`src/tcld_pkg.sv`:
```
// Package for the text command line decoder.
// Types, constants and helper functions shared by the controller, datapath and top level.
// No dependencies.
package tcld_pkg;

    localparam int LINE_LEN_DEF   = 64;
    localparam int MAX_TOKENS_DEF = 8;

    localparam logic [1:0] ECHO_NONE = 2'd0;
    localparam logic [1:0] ECHO_CHAR = 2'd1;
    localparam logic [1:0] ECHO_EOL  = 2'd2;

    localparam logic [1:0] ACT_NONE  = 2'd0;
    localparam logic [1:0] ACT_START = 2'd1;
    localparam logic [1:0] ACT_DRIVE = 2'd2;
    localparam logic [1:0] ACT_OMEGA = 2'd3;

    localparam logic [1:0] DRV_STOP = 2'd0;
    localparam logic [1:0] DRV_FWD  = 2'd1;
    localparam logic [1:0] DRV_REV  = 2'd2;

    localparam logic [20:0] HOLD_LONG  = 21'd2000000;
    localparam logic [20:0] HOLD_SHORT = 21'd500000;

    localparam logic [7:0] CHR_BS = 8'd8;
    localparam logic [7:0] CHR_CR = 8'd13;

    // Keyword codes for the token matcher
    typedef enum logic [3:0] {
        KW_START, KW_ROBOT, KW_FORWARD, KW_BACKWARD, KW_RIGHT,
        KW_LEFT, KW_STOP, KW_WIGGLE, KW_SET, KW_OMEGA, KW_COUNT
    } kw_t;

    // Controller states
    typedef enum logic [2:0] {
        ST_IDLE, ST_SCAN, ST_DECODE, ST_EMIT, ST_OUT
    } state_t;

    // Controller to datapath
    typedef struct packed {
        logic store_char;
        logic back_space;
        logic scan_clear;
        logic scan_step;
        logic decode;
        logic load_out;
        logic [1:0] out_step;
    } dp_cmd_t;

    // Datapath to controller
    typedef struct packed {
        logic scan_done;
        logic [2:0] n_results;
    } dp_stat_t;

    function automatic logic [7:0] kw_char(input kw_t kw, input logic [2:0] k);
        logic [63:0] s;
        case (kw)
            KW_START:    s = {"START", 24'd0};
            KW_ROBOT:    s = {"ROBOT", 24'd0};
            KW_FORWARD:  s = {"FORWARD", 8'd0};
            KW_BACKWARD: s = "BACKWARD";
            KW_RIGHT:    s = {"RIGHT", 24'd0};
            KW_LEFT:     s = {"LEFT", 32'd0};
            KW_STOP:     s = {"STOP", 32'd0};
            KW_WIGGLE:   s = {"WIGGLE", 16'd0};
            KW_SET:      s = {"SET", 40'd0};
            KW_OMEGA:    s = {"OMEGA", 24'd0};
            default:     s = 64'd0;
        endcase
        return s[63 - 8 * k -: 8];
    endfunction

    function automatic logic [3:0] kw_len(input kw_t kw);
        case (kw)
            KW_START, KW_ROBOT, KW_RIGHT, KW_OMEGA: return 4'd5;
            KW_FORWARD:  return 4'd7;
            KW_BACKWARD: return 4'd8;
            KW_LEFT, KW_STOP: return 4'd4;
            KW_WIGGLE:   return 4'd6;
            KW_SET:      return 4'd3;
            default:     return 4'd0;
        endcase
    endfunction

    function automatic logic tok_char(input logic [7:0] c);
        return (c >= "A" && c <= "Z") || (c >= "0" && c <= "9") ||
               c == "." || c == "-" || c == "&";
    endfunction

endpackage

```
`src/text_command_line_decoder_core.sv`:
```
// Top level of the text command line decoder.
// Instantiates tcld_ctrl and tcld_datapath; depends on tcld_pkg.
//
// Bytes are taken one at a time on s_rx_byte. An ordinary byte gives one
// result in the cycle after it is taken. A carriage return walks the stored
// line one byte per cycle through the line buffer read port; the first
// result follows after ST_DECODE and ST_EMIT. A WIGGLE line then gives four
// results, each held until taken, the next one loaded in ST_EMIT after each
// taken result. No new byte is taken until the last result of the previous
// one has gone out; the input is ready again in the cycle after that.
module text_command_line_decoder_core #(
    parameter int LINE_LEN   = tcld_pkg::LINE_LEN_DEF,
    parameter int MAX_TOKENS = tcld_pkg::MAX_TOKENS_DEF
) (
    input  logic               aclk,
    input  logic               aresetn,
    input  logic               s_valid,
    output logic               s_ready,
    input  logic [7:0]         s_rx_byte,
    output logic               m_valid,
    input  logic               m_ready,
    output logic [1:0]         m_echo_kind,
    output logic [7:0]         m_echo_char,
    output logic               m_overflow,
    output logic [1:0]         m_action,
    output logic [1:0]         m_left_drive,
    output logic [1:0]         m_right_drive,
    output logic [20:0]        m_hold_us,
    output logic [1:0]         m_omega_device,
    output logic signed [31:0] m_omega_value,
    output logic               m_started_flag,
    output logic               m_last
);

    tcld_pkg::dp_cmd_t  cmd;
    tcld_pkg::dp_stat_t stat;

    tcld_ctrl u_ctrl (
        .aclk(aclk), .aresetn(aresetn),
        .in_valid(s_valid), .in_byte(s_rx_byte), .in_ready(s_ready),
        .out_valid(m_valid), .out_ready(m_ready), .out_last(m_last),
        .stat(stat), .cmd(cmd)
    );

    tcld_datapath #(.LINE_LEN(LINE_LEN), .MAX_TOKENS(MAX_TOKENS)) u_dp (
        .aclk(aclk), .aresetn(aresetn), .in_byte(s_rx_byte),
        .cmd(cmd), .stat(stat),
        .echo_kind(m_echo_kind), .echo_char(m_echo_char), .overflow(m_overflow),
        .action(m_action), .left_drive(m_left_drive), .right_drive(m_right_drive),
        .hold_us(m_hold_us), .omega_device(m_omega_device),
        .omega_value(m_omega_value), .started_flag(m_started_flag)
    );

endmodule

```
`src/tcld_ctrl.sv`:
```
// Controller state machine of the text command line decoder.
// Depends on tcld_pkg.
module tcld_ctrl (
    input  logic                aclk,
    input  logic                aresetn,
    input  logic                in_valid,
    input  logic [7:0]          in_byte,
    output logic                in_ready,
    output logic                out_valid,
    input  logic                out_ready,
    output logic                out_last,
    input  tcld_pkg::dp_stat_t  stat,
    output tcld_pkg::dp_cmd_t   cmd
);

    tcld_pkg::state_t state_reg, state_next;
    logic [1:0] step_reg, step_next;

    logic acc;
    logic is_print;
    logic out_done;
    assign acc      = in_valid && in_ready;
    assign is_print = (in_byte >= 8'h20 && in_byte <= 8'h5A) ||
                      (in_byte >= 8'h61 && in_byte <= 8'h7A);
    assign out_last = ({1'b0, step_reg} + 3'd1) >= stat.n_results;
    assign out_done = out_valid && out_ready;

    // Next state
    always_comb begin
        state_next = state_reg;
        step_next  = step_reg;
        unique case (state_reg)
            tcld_pkg::ST_IDLE: begin
                if (acc) begin
                    step_next = 2'd0;
                    if (in_byte == tcld_pkg::CHR_CR) state_next = tcld_pkg::ST_SCAN;
                    else state_next = tcld_pkg::ST_OUT;
                end
            end
            tcld_pkg::ST_SCAN: begin
                if (stat.scan_done) state_next = tcld_pkg::ST_DECODE;
            end
            tcld_pkg::ST_DECODE: state_next = tcld_pkg::ST_EMIT;
            tcld_pkg::ST_EMIT:   state_next = tcld_pkg::ST_OUT;
            tcld_pkg::ST_OUT: begin
                if (out_done) begin
                    if (out_last) state_next = tcld_pkg::ST_IDLE;
                    else begin
                        step_next  = step_reg + 2'd1;
                        state_next = tcld_pkg::ST_EMIT;
                    end
                end
            end
            default: state_next = tcld_pkg::ST_IDLE;
        endcase
    end

    // Outputs
    always_comb begin
        in_ready = 1'b0;
        out_valid = 1'b0;
        cmd = '0;
        cmd.out_step = step_reg;
        unique case (state_reg)
            tcld_pkg::ST_IDLE: begin
                in_ready = 1'b1;
                cmd.store_char = acc && is_print;
                cmd.back_space = acc && in_byte == tcld_pkg::CHR_BS;
                cmd.scan_clear = acc;
                cmd.load_out   = acc && in_byte != tcld_pkg::CHR_CR;
            end
            tcld_pkg::ST_SCAN:   cmd.scan_step = 1'b1;
            tcld_pkg::ST_DECODE: cmd.decode = 1'b1;
            tcld_pkg::ST_EMIT:   cmd.load_out = 1'b1;
            tcld_pkg::ST_OUT:    out_valid = 1'b1;
            default: ;
        endcase
    end

    always_ff @(posedge aclk) begin
        if (!aresetn) begin
            state_reg <= tcld_pkg::ST_IDLE;
            step_reg  <= 2'd0;
        end else begin
            state_reg <= state_next;
            step_reg  <= step_next;
        end
    end

endmodule

```
`src/tcld_datapath.sv`:
```
// Datapath of the text command line decoder: line buffer, token scanner,
// keyword matchers, value decoder and result register. Depends on tcld_pkg.
module tcld_datapath #(
    parameter int LINE_LEN   = tcld_pkg::LINE_LEN_DEF,
    parameter int MAX_TOKENS = tcld_pkg::MAX_TOKENS_DEF
) (
    input  logic               aclk,
    input  logic               aresetn,
    input  logic [7:0]         in_byte,
    input  tcld_pkg::dp_cmd_t  cmd,
    output tcld_pkg::dp_stat_t stat,
    output logic [1:0]         echo_kind,
    output logic [7:0]         echo_char,
    output logic               overflow,
    output logic [1:0]         action,
    output logic [1:0]         left_drive,
    output logic [1:0]         right_drive,
    output logic [20:0]        hold_us,
    output logic [1:0]         omega_device,
    output logic signed [31:0] omega_value,
    output logic               started_flag
);

    localparam int AW = $clog2(LINE_LEN);
    localparam int WW = $clog2(LINE_LEN + 1);
    localparam int TW = $clog2(MAX_TOKENS + 1);
    localparam int NK = 10;

    logic [7:0] line_mem [LINE_LEN];
    logic [WW-1:0] widx_reg;
    logic started_reg;
    logic [31:0] omega_reg [3];

    logic [7:0] up_byte;
    assign up_byte = (in_byte >= 8'h61) ? in_byte - 8'd32 : in_byte;
    logic full;
    assign full = widx_reg >= WW'(LINE_LEN - 2);

    // Line buffer and write index
    always_ff @(posedge aclk) begin
        if (cmd.store_char && !full) line_mem[widx_reg[AW-1:0]] <= up_byte;
    end

    // Scan pipeline: read one byte per cycle
    logic [WW-1:0] len_reg;
    logic [WW-1:0] rpos_reg;
    logic          rd_v_reg;
    logic [WW-1:0] dpos_reg;
    logic [7:0]    rd_reg;
    always_ff @(posedge aclk) begin
        rd_reg <= line_mem[rpos_reg[AW-1:0]];
    end

    always_ff @(posedge aclk) begin
        if (!aresetn) begin
            widx_reg <= '0;
        end else if (cmd.store_char && !full) begin
            widx_reg <= widx_reg + 1'b1;
        end else if (cmd.back_space && widx_reg != '0) begin
            widx_reg <= widx_reg - 1'b1;
        end else if (cmd.scan_clear && in_byte == tcld_pkg::CHR_CR) begin
            widx_reg <= '0;
        end
    end

    // Per-token state
    logic [TW-1:0] count_reg;
    logic          prev_delim_reg;
    logic [3:0]    tpos_reg;        // char position inside current token (saturating)
    logic          tlong_reg;       // current token longer than 15
    logic [NK-1:0] m0_reg, m1_reg;  // keyword matches for token 0 and 1
    logic [NK-1:0] mcur_reg;
    logic [7:0]    dev_ch_reg;
    logic          neg_reg, vdig_reg;
    logic [31:0]   mag_reg;         // saturates at 2^31
    logic [TW-1:0] tok_idx_prev_reg;

    logic cur_delim, new_tok, in_tok;
    logic [TW-1:0] tok_idx;
    assign cur_delim = (dpos_reg != '0) && !tcld_pkg::tok_char(rd_reg);
    assign new_tok   = !cur_delim && dpos_reg >= WW'(2) && prev_delim_reg &&
                       count_reg < TW'(MAX_TOKENS);
    assign in_tok    = !cur_delim && (dpos_reg == '0 || new_tok || !prev_delim_reg);
    assign tok_idx   = (dpos_reg == '0) ? '0 : (new_tok ? count_reg : count_reg - 1'b1);

    logic [3:0] kpos;
    assign kpos = (dpos_reg == '0 || new_tok) ? 4'd0 : tpos_reg;
    logic klong;
    assign klong = (dpos_reg == '0 || new_tok) ? 1'b0 : tlong_reg;

    logic [NK-1:0] mnext;
    logic [NK-1:0] mfin;
    always_comb begin
        for (int k = 0; k < NK; k++) begin
            mnext[k] = ((kpos == 4'd0) ? 1'b1 : mcur_reg[k]) && !klong &&
                kpos < tcld_pkg::kw_len(tcld_pkg::kw_t'(k)) &&
                tcld_pkg::kw_char(tcld_pkg::kw_t'(k), kpos[2:0]) == rd_reg;
            mfin[k] = mcur_reg[k] && !tlong_reg &&
                tpos_reg == tcld_pkg::kw_len(tcld_pkg::kw_t'(k));
        end
    end

    // Value digit step
    logic        is_dig;
    logic [35:0] mag_mul;
    assign is_dig  = rd_reg >= "0" && rd_reg <= "9";
    assign mag_mul = {4'd0, mag_reg} * 36'd10 + {32'd0, rd_reg[3:0]};

    logic tok_open;  // a recorded token is open and being tracked
    logic tok_open_reg;
    assign tok_open = in_tok && (dpos_reg == '0 || new_tok || tok_open_reg);

    logic last_rd;
    assign last_rd = rd_v_reg && (dpos_reg + 1'b1 == len_reg);
    assign stat.scan_done = (len_reg == '0) || last_rd;

    always_ff @(posedge aclk) begin
        if (cmd.scan_clear) begin
            len_reg   <= (widx_reg > WW'(LINE_LEN)) ? WW'(LINE_LEN) : widx_reg;
            rpos_reg  <= '0;
            rd_v_reg  <= 1'b0;
            count_reg <= '0;
            m0_reg <= '0;
            m1_reg <= '0;
            prev_delim_reg <= 1'b0;
            tok_open_reg <= 1'b0;
        end else if (cmd.scan_step) begin
            rpos_reg <= rpos_reg + 1'b1;
            dpos_reg <= rpos_reg;
            rd_v_reg <= (rpos_reg < len_reg);
            if (rd_v_reg) begin
                prev_delim_reg <= cur_delim;
                tok_open_reg   <= tok_open;
                if (dpos_reg == '0) count_reg <= TW'(1);
                else if (new_tok) count_reg <= count_reg + 1'b1;
                if (tok_open) begin
                    mcur_reg <= mnext;
                    tpos_reg <= (kpos == 4'd15) ? 4'd15 : kpos + 4'd1;
                    tlong_reg <= klong || kpos == 4'd15;
                    if (tok_idx == TW'(0)) m0_reg <= mnext;
                    if (tok_idx == TW'(1)) m1_reg <= mnext;
                    if (tok_idx == TW'(3) && kpos == 4'd0) dev_ch_reg <= rd_reg;
                    if (tok_idx == TW'(2)) begin
                        if (kpos == 4'd0) begin
                            neg_reg  <= rd_reg == "-";
                            vdig_reg <= is_dig;
                            mag_reg  <= is_dig ? {28'd0, rd_reg[3:0]} : 32'd0;
                        end else if (vdig_reg || (kpos == 4'd1 && neg_reg)) begin
                            // digits run on after an optional leading minus
                            if (is_dig) begin
                                vdig_reg <= 1'b1;
                                mag_reg <= (mag_mul > 36'h80000000) ? 32'h80000000
                                                                    : mag_mul[31:0];
                            end else begin
                                vdig_reg <= 1'b0;
                            end
                        end
                    end
                end
                // token 0/1 final match latched at its end
                if (!tok_open && tok_open_reg) begin
                    if (tok_idx_prev_reg == TW'(0)) m0_reg <= mfin;
                    if (tok_idx_prev_reg == TW'(1)) m1_reg <= mfin;
                end
            end
        end
    end

    // Remember which token is open for end-of-token latching
    always_ff @(posedge aclk) begin
        if (cmd.scan_step && rd_v_reg && tok_open) tok_idx_prev_reg <= tok_idx;
    end

    // Final matches: close an open token at line end
    logic [NK-1:0] f0, f1;
    logic [NK-1:0] mfin_end;
    always_comb begin
        for (int k = 0; k < NK; k++) begin
            mfin_end[k] = mcur_reg[k] && !tlong_reg &&
                tpos_reg == tcld_pkg::kw_len(tcld_pkg::kw_t'(k));
        end
        f0 = m0_reg;
        f1 = m1_reg;
        if (tok_open_reg && tok_idx_prev_reg == TW'(0)) f0 = mfin_end;
        if (tok_open_reg && tok_idx_prev_reg == TW'(1)) f1 = mfin_end;
    end

    // Decode into result plan
    logic [2:0]  nres_reg;
    logic [2:0]  nres_reg_eff;
    logic [1:0]  act_reg;
    logic [1:0]  dl_reg, dr_reg;
    logic [1:0]  devn_reg;
    logic [31:0] val_reg;
    logic        is_cr_reg;
    logic        wig_reg;
    logic [31:0] val_dec;
    assign val_dec = neg_reg ? (32'd0 - mag_reg)
                   : (mag_reg[31] ? 32'h7FFFFFFF : mag_reg);

    always_ff @(posedge aclk) begin
        if (!aresetn) begin
            started_reg <= 1'b0;
            for (int i = 0; i < 3; i++) omega_reg[i] <= 32'd100;
        end else if (cmd.decode) begin
            nres_reg <= 3'd1;
            act_reg  <= tcld_pkg::ACT_NONE;
            wig_reg  <= 1'b0;
            dl_reg <= tcld_pkg::DRV_STOP;
            dr_reg <= tcld_pkg::DRV_STOP;
            devn_reg <= 2'd0;
            val_reg <= 32'd0;
            if (len_reg == '0) begin
            end else if (count_reg == TW'(1)) begin
                if (f0[tcld_pkg::KW_START]) begin
                    started_reg <= 1'b1;
                    act_reg <= tcld_pkg::ACT_START;
                end
            end else if (count_reg == TW'(2)) begin
                if (f0[tcld_pkg::KW_ROBOT]) begin
                    act_reg <= tcld_pkg::ACT_DRIVE;
                    if (f1[tcld_pkg::KW_FORWARD]) begin
                        dl_reg <= tcld_pkg::DRV_FWD; dr_reg <= tcld_pkg::DRV_FWD;
                    end else if (f1[tcld_pkg::KW_BACKWARD]) begin
                        dl_reg <= tcld_pkg::DRV_REV; dr_reg <= tcld_pkg::DRV_REV;
                    end else if (f1[tcld_pkg::KW_RIGHT]) begin
                        dl_reg <= tcld_pkg::DRV_FWD; dr_reg <= tcld_pkg::DRV_REV;
                    end else if (f1[tcld_pkg::KW_LEFT]) begin
                        dl_reg <= tcld_pkg::DRV_REV; dr_reg <= tcld_pkg::DRV_FWD;
                    end else if (f1[tcld_pkg::KW_STOP]) begin
                    end else if (f1[tcld_pkg::KW_WIGGLE]) begin
                        wig_reg <= 1'b1;
                        nres_reg <= 3'd4;
                    end else begin
                        act_reg <= tcld_pkg::ACT_NONE;
                    end
                end
            end else if (count_reg == TW'(4)) begin
                if (f0[tcld_pkg::KW_SET] && f1[tcld_pkg::KW_OMEGA] &&
                    dev_ch_reg >= "1" && dev_ch_reg <= "3") begin
                    act_reg  <= tcld_pkg::ACT_OMEGA;
                    devn_reg <= dev_ch_reg[1:0];
                    val_reg  <= val_dec;
                    omega_reg[dev_ch_reg[1:0] - 2'd1] <= val_dec;
                end
            end
        end
    end
    assign nres_reg_eff = is_cr_reg ? nres_reg : 3'd1;
    assign stat.n_results = cmd.decode ? 3'd1 : nres_reg_eff;

    // Output register
    always_ff @(posedge aclk) begin
        if (cmd.scan_clear) is_cr_reg <= in_byte == tcld_pkg::CHR_CR;
        if (cmd.load_out) begin
            echo_kind <= tcld_pkg::ECHO_NONE;
            echo_char <= 8'd0;
            overflow  <= 1'b0;
            action    <= tcld_pkg::ACT_NONE;
            left_drive <= tcld_pkg::DRV_STOP;
            right_drive <= tcld_pkg::DRV_STOP;
            hold_us <= 21'd0;
            omega_device <= 2'd0;
            omega_value <= 32'sd0;
            // an ordinary byte loads at its accept; a line end loads from the plan
            if (cmd.scan_clear) begin
                if (cmd.store_char) begin
                    if (full) overflow <= 1'b1;
                    else begin
                        echo_kind <= tcld_pkg::ECHO_CHAR;
                        echo_char <= up_byte;
                    end
                end else if (cmd.back_space && widx_reg != '0) begin
                    echo_kind <= tcld_pkg::ECHO_CHAR;
                    echo_char <= tcld_pkg::CHR_BS;
                end
            end else begin
                if (cmd.out_step == 2'd0) echo_kind <= tcld_pkg::ECHO_EOL;
                if (wig_reg) begin
                    action <= tcld_pkg::ACT_DRIVE;
                    case (cmd.out_step)
                        2'd0: begin
                            left_drive <= tcld_pkg::DRV_REV; right_drive <= tcld_pkg::DRV_FWD;
                            hold_us <= tcld_pkg::HOLD_LONG;
                        end
                        2'd1: begin
                            left_drive <= tcld_pkg::DRV_FWD; right_drive <= tcld_pkg::DRV_REV;
                            hold_us <= tcld_pkg::HOLD_SHORT;
                        end
                        2'd2: begin
                            left_drive <= tcld_pkg::DRV_FWD; right_drive <= tcld_pkg::DRV_FWD;
                            hold_us <= tcld_pkg::HOLD_LONG;
                        end
                        default: ;
                    endcase
                end else begin
                    action <= act_reg;
                    left_drive <= dl_reg;
                    right_drive <= dr_reg;
                    omega_device <= devn_reg;
                    omega_value <= val_reg;
                end
            end
        end
    end
    assign started_flag = started_reg;

endmodule

```
`config.mk`:
```
export PLATFORM = sky130hd
export DESIGN_NAME = text_command_line_decoder_core
export DESIGN_NICKNAME = d
export VERILOG_FILES = /design/src/tcld_pkg.sv /design/src/text_command_line_decoder_core.sv /design/src/tcld_ctrl.sv /design/src/tcld_datapath.sv
export SDC_FILE = /design/constraint.sdc
export NUM_CORES = 1
export LEC_CHECK = 0
export BUFFER_PORTS_ARGS = -buffer_cell sky130_fd_sc_hd__buf_2
export CAP_MARGIN = 20
export CORE_ASPECT_RATIO = 0.5
export CORE_MARGIN = 3
export CORE_UTILIZATION = 40
export DETAILED_ROUTE_END_ITERATION = 6
export PLACE_DENSITY = 0.51
export SYNTH_ARGS = -nofsm -noshare
export SYNTH_HDL_FRONTEND = slang
export SYNTH_HIERARCHICAL = 1
export SYNTH_SLANG_ARGS = --single-unit
```
`constraint.sdc`:
```
create_clock -name aclk -period 5.7 [get_ports aclk]
set_input_delay 1.71 -clock aclk [delete_from_list [all_inputs] [get_ports aclk]]
set_output_delay 1.71 -clock aclk [all_outputs]
set_load 0.02 [all_outputs]
```
==> flow_metrics.tcl, run 1 <==
set metrics [dict create \
    outcome "completed" \
    post_cts_hold_buffer_count 0 \
    clock_tree_from_tritoncts "done" \
    port_buffers 77 \
    worstHoldPathCells 0 \
    setup_total_negative_slack_ns 0 \
    grtUsageTotal_pct 19.6 \
    layout.area.seq_um2 21500 \
    clock-skew-final_ns 0.0219 \
    cts_made_buffers 68 \
    vdd.ir_drop.worst_mv 0.262 \
    num_io_pins 88 \
    clock-sinks 729 \
    cts_max_level 3 \
    crit_path_end_kind "flip-flop" \
    fp.coreArea_um2 86800 \
    distinct_cells_synth 104 \
    gr-total-overflow 0 \
    drv.max_cap_violation_count 0 \
    worst_r2r_path_depth 16 \
    floorplan.rows 76 \
    grt_antenna_before_repair 2 \
    drtAntennaViolNets 0 \
    sequentialPowerShare_pct 53.2 \
    dp_hpwl_um 60900 \
    drt-total-wl_um 90100 \
    power_density_nw_per_um2 285 \
    total_number_of_vias 21600 \
    area_growth_pct 12.1 \
    clockBufferDepth 3 \
    share_clk_of_total_power_pct 39.9 \
    net_sw_share_pct 23.1 \
    fin_crit_sh_pct 93.4 \
    placedInstanceArea_um2 37300 \
    via_count_of_the_first_global_routing_pass 21200 \
    relative_slew_margins_pct 28.8 \
    worst_slew_pin_slew_ns 1.07 \
    critical_path_arrival_ns 5.77 \
    grt_max_degree 69 \
    start_util_pct 40.8 \
    floorplan.die.height_um 216 \
    clockRootBuffer "sky130_fd_sc_hd__clkbuf_16" \
    drt-vias-per-instance 5.62 \
    globalplace.congestion 0.845 \
    combinationalPowerShare_pct 7.0 \
    hold-worst-slack_ns 0.470 \
    timing.hold.worst.class "reg -> reg" \
    timing.reg2reg.setup_slack_ns 0.37 \
    top_cell_type_s_share_of_synthesized_area_pct 58.0 \
    chipWidth_um 427 \
    count_of_antenna_diodes_in_the_layout 0 \
    syn_avg_cell_area_um2 14.1 \
    hold_start "u_dp/rd_reg[7]" \
    finish.net_count 2737 \
    wl_per_cell_um 23.4 \
    period_needed_ns 5.33 \
    clock_input_transition_at_the_sequential_cells_of_the_worst_setup_and_hold_paths_ns 0.07 \
    critical_path_peak_fanout 31 \
    yosys-top-cells-count "sky130_fd_sc_hd__edfxtp_1, sky130_fd_sc_hd__nor2_1, sky130_fd_sc_hd__mux4_2" \
    synthMostInstantiatedCell "sky130_fd_sc_hd__edfxtp_1" \
    cell_internal_power_mw 8.71 \
    yosys_warnings 6 \
    ys_async_sr_fraction_pct 0 \
    global_route_wire_length_before_repair_um 137000 \
    post_synthesis_register_bit_count 729 \
    timing.hold.worst_endpoint "u_dp/dev_ch_reg[7]" \
    detailedRoute.firstIterationViolations 1841 \
    synth.largest_area_cell "sky130_fd_sc_hd__edfxtp_1" \
    pre_cts_slack_ns 0.296 \
    detail_route.first_pass.iterations 7 \
    postLayoutSetupSlackWorst_ns 0.374 \
    edff_count_synth 684 \
    start_kind "flip-flop" \
    critical_path_required_ns 6.15 \
    synth.yosys.seq_area_share_pct 60.6 \
    multiInputGateArea_um2 13200 \
    report.final.setup_viol 0 \
    route.detailed.drc 0 \
    final_design_area_no_fill_um2 39700 \
    final.fill_count 7677 \
    critPathKind "reg -> reg" \
    achievable-frequency_mhz 188 \
    fp.dieArea_um2 92300 \
    rsz0062_at_grt "false" \
    synth.top_cells.by_area "sky130_fd_sc_hd__edfxtp_1, sky130_fd_sc_hd__mux4_2, sky130_fd_sc_hd__ha_1, sky130_fd_sc_hd__nor2_1, sky130_fd_sc_hd__dfxtp_1" \
    switching_power_mw 2.61 \
    synth_instances 2514 \
    largest_register_ff_count 512 \
    layout-drive-gt1-share_pct 19.7 \
    rr_startpoint "u_dp/mag_reg[3]" \
    timing.final.max_slew_violations 0 \
    rr_endpoint "u_dp/mag_reg[0]" \
    cellLeakagePower_nw 13.0 \
    synth.cell_area_um2 35400 \
    final_hold_viol_count 0 \
    synthFlopType "sky130_fd_sc_hd__edfxtp_1" \
    clock_insertion_delay_worst_skew_ns 0.64 \
    layout.core_utilization_pct 45.7 \
]
[kinds of logic (layout without fill, tap and decap cells)]
| group | count (synthesis) | count (layout) | synth area share, % |
|---|---|---|---|
| other | 1 | 27 | 0.0106 |
| DFF | 729 | 729 | 60.6 |
| buffers and inverters | 213 | 351 | 2.61 |
| and+or+nand+nor | 786 | 786 | 11.8 |
| muxes | 180 | 180 | 11.0 |
| AOI/OAI and AO/OA | 408 | 408 | 7.82 |
| xor gates and xnor gates | 94 | 94 | 2.43 |
| adders and majority gates | 103 | 103 | 3.68 |
[repair_timing]
action | CTS | global route
setup endpoints to repair | 0 | 17
buffers inserted | 0 | 12
gates resized for setup | 0 | 1
[how the worst max path moves through the flow]
stage | from | to | slack (ns) | depth (start not counted)
final | u_dp/mag_reg[3] | u_dp/mag_reg[0] | 0.37 | 16
after global routing | u_dp/mag_reg[1] | u_dp/mag_reg[0] | 0.03 | 16
after CTS | u_dp/mag_reg[1] | u_dp/mag_reg[0] | 0.26 | 15
after detailed placement | u_dp/mag_reg[1] | u_dp/mag_reg[0] | 0.30 | 15
after global placement | u_dp/mag_reg[1] | u_dp/mag_reg[0] | 0.40 | 15
after floorplan | s_rx_byte[7] | u_dp/line_mem[0][5] | 0.66 | 2
[cells in the final DEF, fill, tap and decap left out, drive strengths merged, types with 23 or more instances in the layout]
cell type	count
buf	167
edfxtp	684
or3	23
xor2	37
nand3	41
conb	27
clkbuf	83
xnor2	57
nand2	153
nand4	26
a21oi	105
inv	62
and2	50
ha	101
nor2	252
mux4	168
clkinv	33
nor3	61
a31oi	23
nor4	51
o21ai	81
dfxtp	45
[power groups by stage]
| stage | Sequential, mW | Combinational, mW | Clock, mW |
|---|---|---|---|
| floorplan | 6.15 | 0.492 | 0 |
| global placement | 6.14 | 0.793 | 0 |
| detailed placement | 6.14 | 0.799 | 0 |
| CTS | 6.02 | 0.800 | 4.65 |
| global route | 6.03 | 0.857 | 4.88 |
| finish | 6.02 | 0.787 | 4.52 |
[per-stage QoR]
step                instances  total power, mW
global route             3848             11.8
floorplan                2540             6.64
CTS                      3834             11.5
global placement         3708             6.93
detailed placement       3708             6.94
finish                   3848             11.3
[area by class of cell]
cell class	instances	area share (%)
multi-input cells	1598	33.3
inverters	58	0.549
clock buffers	83	4.62
flip-flops and latches	729	54.1
clock inverters	43	0.893
well taps	1170	3.69
repair buffers	167	2.90
[per-layer routing]
metal	wire [µm]	part of all wire (%)	GRT usage [%]
met1	41300	46	28.0
met5	0	0	0
met2	42600	47	31.2
met3	4490	5.0	3.59
met4	1750	1.9	4.88
[worst max-delay path, stage by stage (launching register included)]
cell and delay, ns:
sky130_fd_sc_hd__edfxtp_1 0.49, sky130_fd_sc_hd__ha_1 0.32, sky130_fd_sc_hd__ha_1 0.20, sky130_fd_sc_hd__inv_1 0.07, sky130_fd_sc_hd__fa_1 0.55, sky130_fd_sc_hd__nand2b_1 0.21
sky130_fd_sc_hd__nor4_1 0.33, sky130_fd_sc_hd__o211a_1 0.28, sky130_fd_sc_hd__o211ai_1 0.20, sky130_fd_sc_hd__nor4_1 0.50, sky130_fd_sc_hd__and2_1 0.33, sky130_fd_sc_hd__nor4b_2 0.35
sky130_fd_sc_hd__o211ai_1 0.17, sky130_fd_sc_hd__a221oi_1 0.46, sky130_fd_sc_hd__a21boi_4 0.10, sky130_fd_sc_hd__buf_12 0.20, sky130_fd_sc_hd__o41ai_1 0.36
(Power assumes the default switching activity.)
==> run 2: changes to the inputs <==
- ABC_AREA: default -> 1
==> run 2 against run 1 <==
  * Clock power is essentially flat
  * Sequential share of layout area is 0.075 points higher
  * Via count grew 23%
  * Non-clock buffer count fell by 44
  * Sequential power up 7.3%
  * Critical endpoint is now u_dp/mag_reg[7]
  * Worst setup slack better by 0.83 ns
  * Global-route usage increased by 1.9 points
  * Wire length up 12%
  * Critical path type unchanged
  * Flip-flop and latch count is the same
==> flow_metrics.tcl, run 2 <==
set metrics [dict create \
    share_clk_of_total_power_pct 30.9 \
    cpPeakStageDelay_ns 0.53 \
    fp.coreArea_um2 87300 \
    cts_post_setup_buffers_inserted 0 \
    synth.cell_area_um2 35700 \
    clock-skew-final_ns 0.0267 \
    fin_crit_sh_pct 78.8 \
    timing.hold.worst.class "reg -> reg" \
    cts_max_level 3 \
    finish.net_count 3802 \
    area_growth_pct 10.8 \
    post_synthesis_register_bit_count 729 \
    worst_slew_pin_slew_ns 1.06 \
    cellLeakagePower_nw 15.0 \
    floorplan.die.height_um 217 \
    num_io_pins 88 \
    vdd.ir_drop.worst_mv 0.338 \
    drt-vias-per-instance 5.43 \
    total_number_of_vias 26600 \
    drv.max_cap_violation_count 0 \
    grt_antenna_before_repair 2 \
    sequentialPowerShare_pct 43.8 \
    critPathKind "reg -> reg" \
    global_route_wire_length_before_repair_um 155000 \
    clockRootBuffer "sky130_fd_sc_hd__clkbuf_16" \
    clock_insertion_delay_worst_skew_ns 0.65 \
    timing.final.max_slew_violations 0 \
    power_density_nw_per_um2 372 \
    cts_resized 0 \
    synth_instances 3629 \
    detail_route.first_pass.iterations 6 \
    start_kind "flip-flop" \
    critical_path_arrival_ns 4.96 \
    most_frequent_standard_cell_in_the_layout_excluding_fill_and_tap_cells "sky130_fd_sc_hd__edfxtp_1" \
    clock_tree_from_tritoncts "done" \
    period_needed_ns 4.49 \
    wl_per_cell_um 20.6 \
    floorplan.rows 76 \
    timing.critical_path.cells "ha_1 -> ha_1 -> inv_1 -> fa_1 -> nor2_1 -> nand3_1 -> nand2_1 -> nand2_1 -> nor2_1 -> nand2_1 -> nor2_1 -> nand2_1 -> nor2_4 -> nand3_2 -> nor2_4 -> nand2_2 -> nor2_2 -> nand4_1 -> nand2_1 -> nand2_1 -> nor2_4 -> nand3_4 -> nor2_1" \
    post_cts_hold_buffer_count 0 \
    switching_power_mw 5.01 \
    synthMostInstantiatedCell "sky130_fd_sc_hd__edfxtp_1" \
    master_of_the_slowest_instance_on_the_critical_path "sky130_fd_sc_hd__edfxtp_1" \
    clock-sinks 729 \
    cell_internal_power_mw 9.73 \
    final_hold_viol_count 0 \
    report.final.setup_viol 0 \
    cpLargestDelayFamily "simple AND/OR/NAND/NOR gates" \
    ys_async_sr_fraction_pct 0 \
    largest_register_ff_count 512 \
    critPathMostFrequentCell "sky130_fd_sc_hd__nand2_1" \
    detailedRoute.firstIterationViolations 2079 \
    relative_slew_margins_pct 29.6 \
    layout.core_utilization_pct 45.4 \
    port_buffers 77 \
    clockBufferDepth 3 \
    chipWidth_um 429 \
    setup_total_negative_slack_ns 0 \
    net_sw_share_pct 34.0 \
    layout-drive-gt1-share_pct 8.75 \
    drt-total-wl_um 101000 \
    crit_path_end_kind "flip-flop" \
    fp.dieArea_um2 93200 \
    grt_max_degree 186 \
    grtUsageTotal_pct 21.6 \
    achievable-frequency_mhz 223 \
    outcome "completed" \
    gr-total-overflow 0 \
    distinct_cells_synth 60 \
    hold-worst-slack_ns 0.470 \
    globalplace.congestion 0.866 \
    yosys-top-cells-count "sky130_fd_sc_hd__edfxtp_1, sky130_fd_sc_hd__nand2_1, sky130_fd_sc_hd__nor2_1" \
    count_of_antenna_diodes_in_the_layout 0 \
    start_util_pct 40.9 \
    cts_made_buffers 69 \
    final_cell_mix "sky130_fd_sc_hd__edfxtp_1, sky130_fd_sc_hd__nand2_1, sky130_fd_sc_hd__nor2_1, sky130_fd_sc_hd__o21ai_0, sky130_fd_sc_hd__inv_1" \
    synth.top_cells.by_area "sky130_fd_sc_hd__edfxtp_1, sky130_fd_sc_hd__nand2_1, sky130_fd_sc_hd__nor2_1, sky130_fd_sc_hd__o21ai_0, sky130_fd_sc_hd__ha_1" \
    drtAntennaViolNets 0 \
    synth.largest_area_cell "sky130_fd_sc_hd__edfxtp_1" \
    syn_avg_cell_area_um2 9.85 \
    edff_count_synth 684 \
    top_cell_type_s_share_of_synthesized_area_pct 57.5 \
    synthFlopType "sky130_fd_sc_hd__edfxtp_1" \
    synth.yosys.seq_area_share_pct 60.0 \
    critical_path_peak_fanout 27 \
    route.detailed.drc 0 \
    via_count_of_the_first_global_routing_pass 25800 \
    combinationalPowerShare_pct 25.3 \
    yosys_warnings 6 \
    dp_hpwl_um 65900 \
    clock_input_transition_at_the_sequential_cells_of_the_worst_setup_and_hold_paths_ns 0.06 \
    critical_path_buf_inv_count 1 \
    critical_path_required_ns 6.17 \
    rsz0062_at_grt "false" \
]
## run 2: cell types whose count changed in the layout (fill, tap and decap cells not counted), moves of 42 or more
cell / before / now
sky130_fd_sc_hd__and2_1: 49 / 4
sky130_fd_sc_hd__inv_1: 54 / 328
sky130_fd_sc_hd__mux4_2: 168 / 0
sky130_fd_sc_hd__nand2_1: 153 / 587
sky130_fd_sc_hd__nand3_1: 41 / 171
sky130_fd_sc_hd__nor2_1: 249 / 575
sky130_fd_sc_hd__o21ai_0: 68 / 355
sky130_fd_sc_hd__o221ai_1: 5 / 47
sky130_fd_sc_hd__o22ai_1: 12 / 92
sky130_fd_sc_hd__xnor2_1: 55 / 11
## run 2: area by class of cell
class	instances	area, µm²
well taps	1170	1460
multi-input cells	2413	12400
clock inverters	31	313
inverters	351	1320
flip-flops and latches	729	21400
repair buffers	123	781
clock buffers	89	1850
fillers	8256	47700
## run 2: metal layers
layer / vias to the layer above / routed length, µm / GRT usage, %
met1: 13100 / 45500 / 29.2
met3: 158 / 5010 / 3.14
met2: 683 / 48100 / 36.4
li1: 12700 / - / -
met5: - / 0 / 0
met4: 0 / 2560 / 6.01
## run 2: power groups by stage
| stage | Combinational [mW] | Clock, mW | Sequential (mW) |
|---|---|---|---|
| finish | 3.73 | 4.55 | 6.46 |
| global route | 4.12 | 4.89 | 6.49 |
| CTS | 3.74 | 4.68 | 6.46 |
| detailed placement | 3.73 | 0 | 6.58 |
| global placement | 3.73 | 0 | 6.57 |
| floorplan | 2.41 | 0 | 6.53 |
## run 2: cells by family after synthesis
family	after synthesis	share of synthesized area (%)
buffers and inverters	513	5.65
adders and majority gates	103	3.65
DFF	729	60.0
and+or+nand+nor	1543	18.5
AOI/OAI and AO/OA	702	11.3
other	1	0.0105
xor gates and xnor gates	38	0.931
## run 2: path summary, 6_finish.rpt
path         depth (start not counted)        startpoint  slack, ns                to
max                                 23   u_dp/mag_reg[3]       1.21   u_dp/mag_reg[7]
min                                  0  u_dp/rpos_reg[6]       0.47  u_dp/dpos_reg[6]
max reg2reg                         23   u_dp/mag_reg[3]       1.21   u_dp/mag_reg[7]
min reg2reg                          0  u_dp/rpos_reg[6]       0.47  u_dp/dpos_reg[6]
## run 2: metrics by stage
step                instance area, µm²  total power [mW]  std cells  setup WS, ns
finish                           39600              14.7       4906          1.21
global route                     39600              15.5       4906         0.710
CTS                              39600              14.9       4905          1.13
detailed placement               37400              10.3       4785         0.847
global placement                 37400              10.3       4785         0.773
floorplan                        35800              8.94       3655         0.584
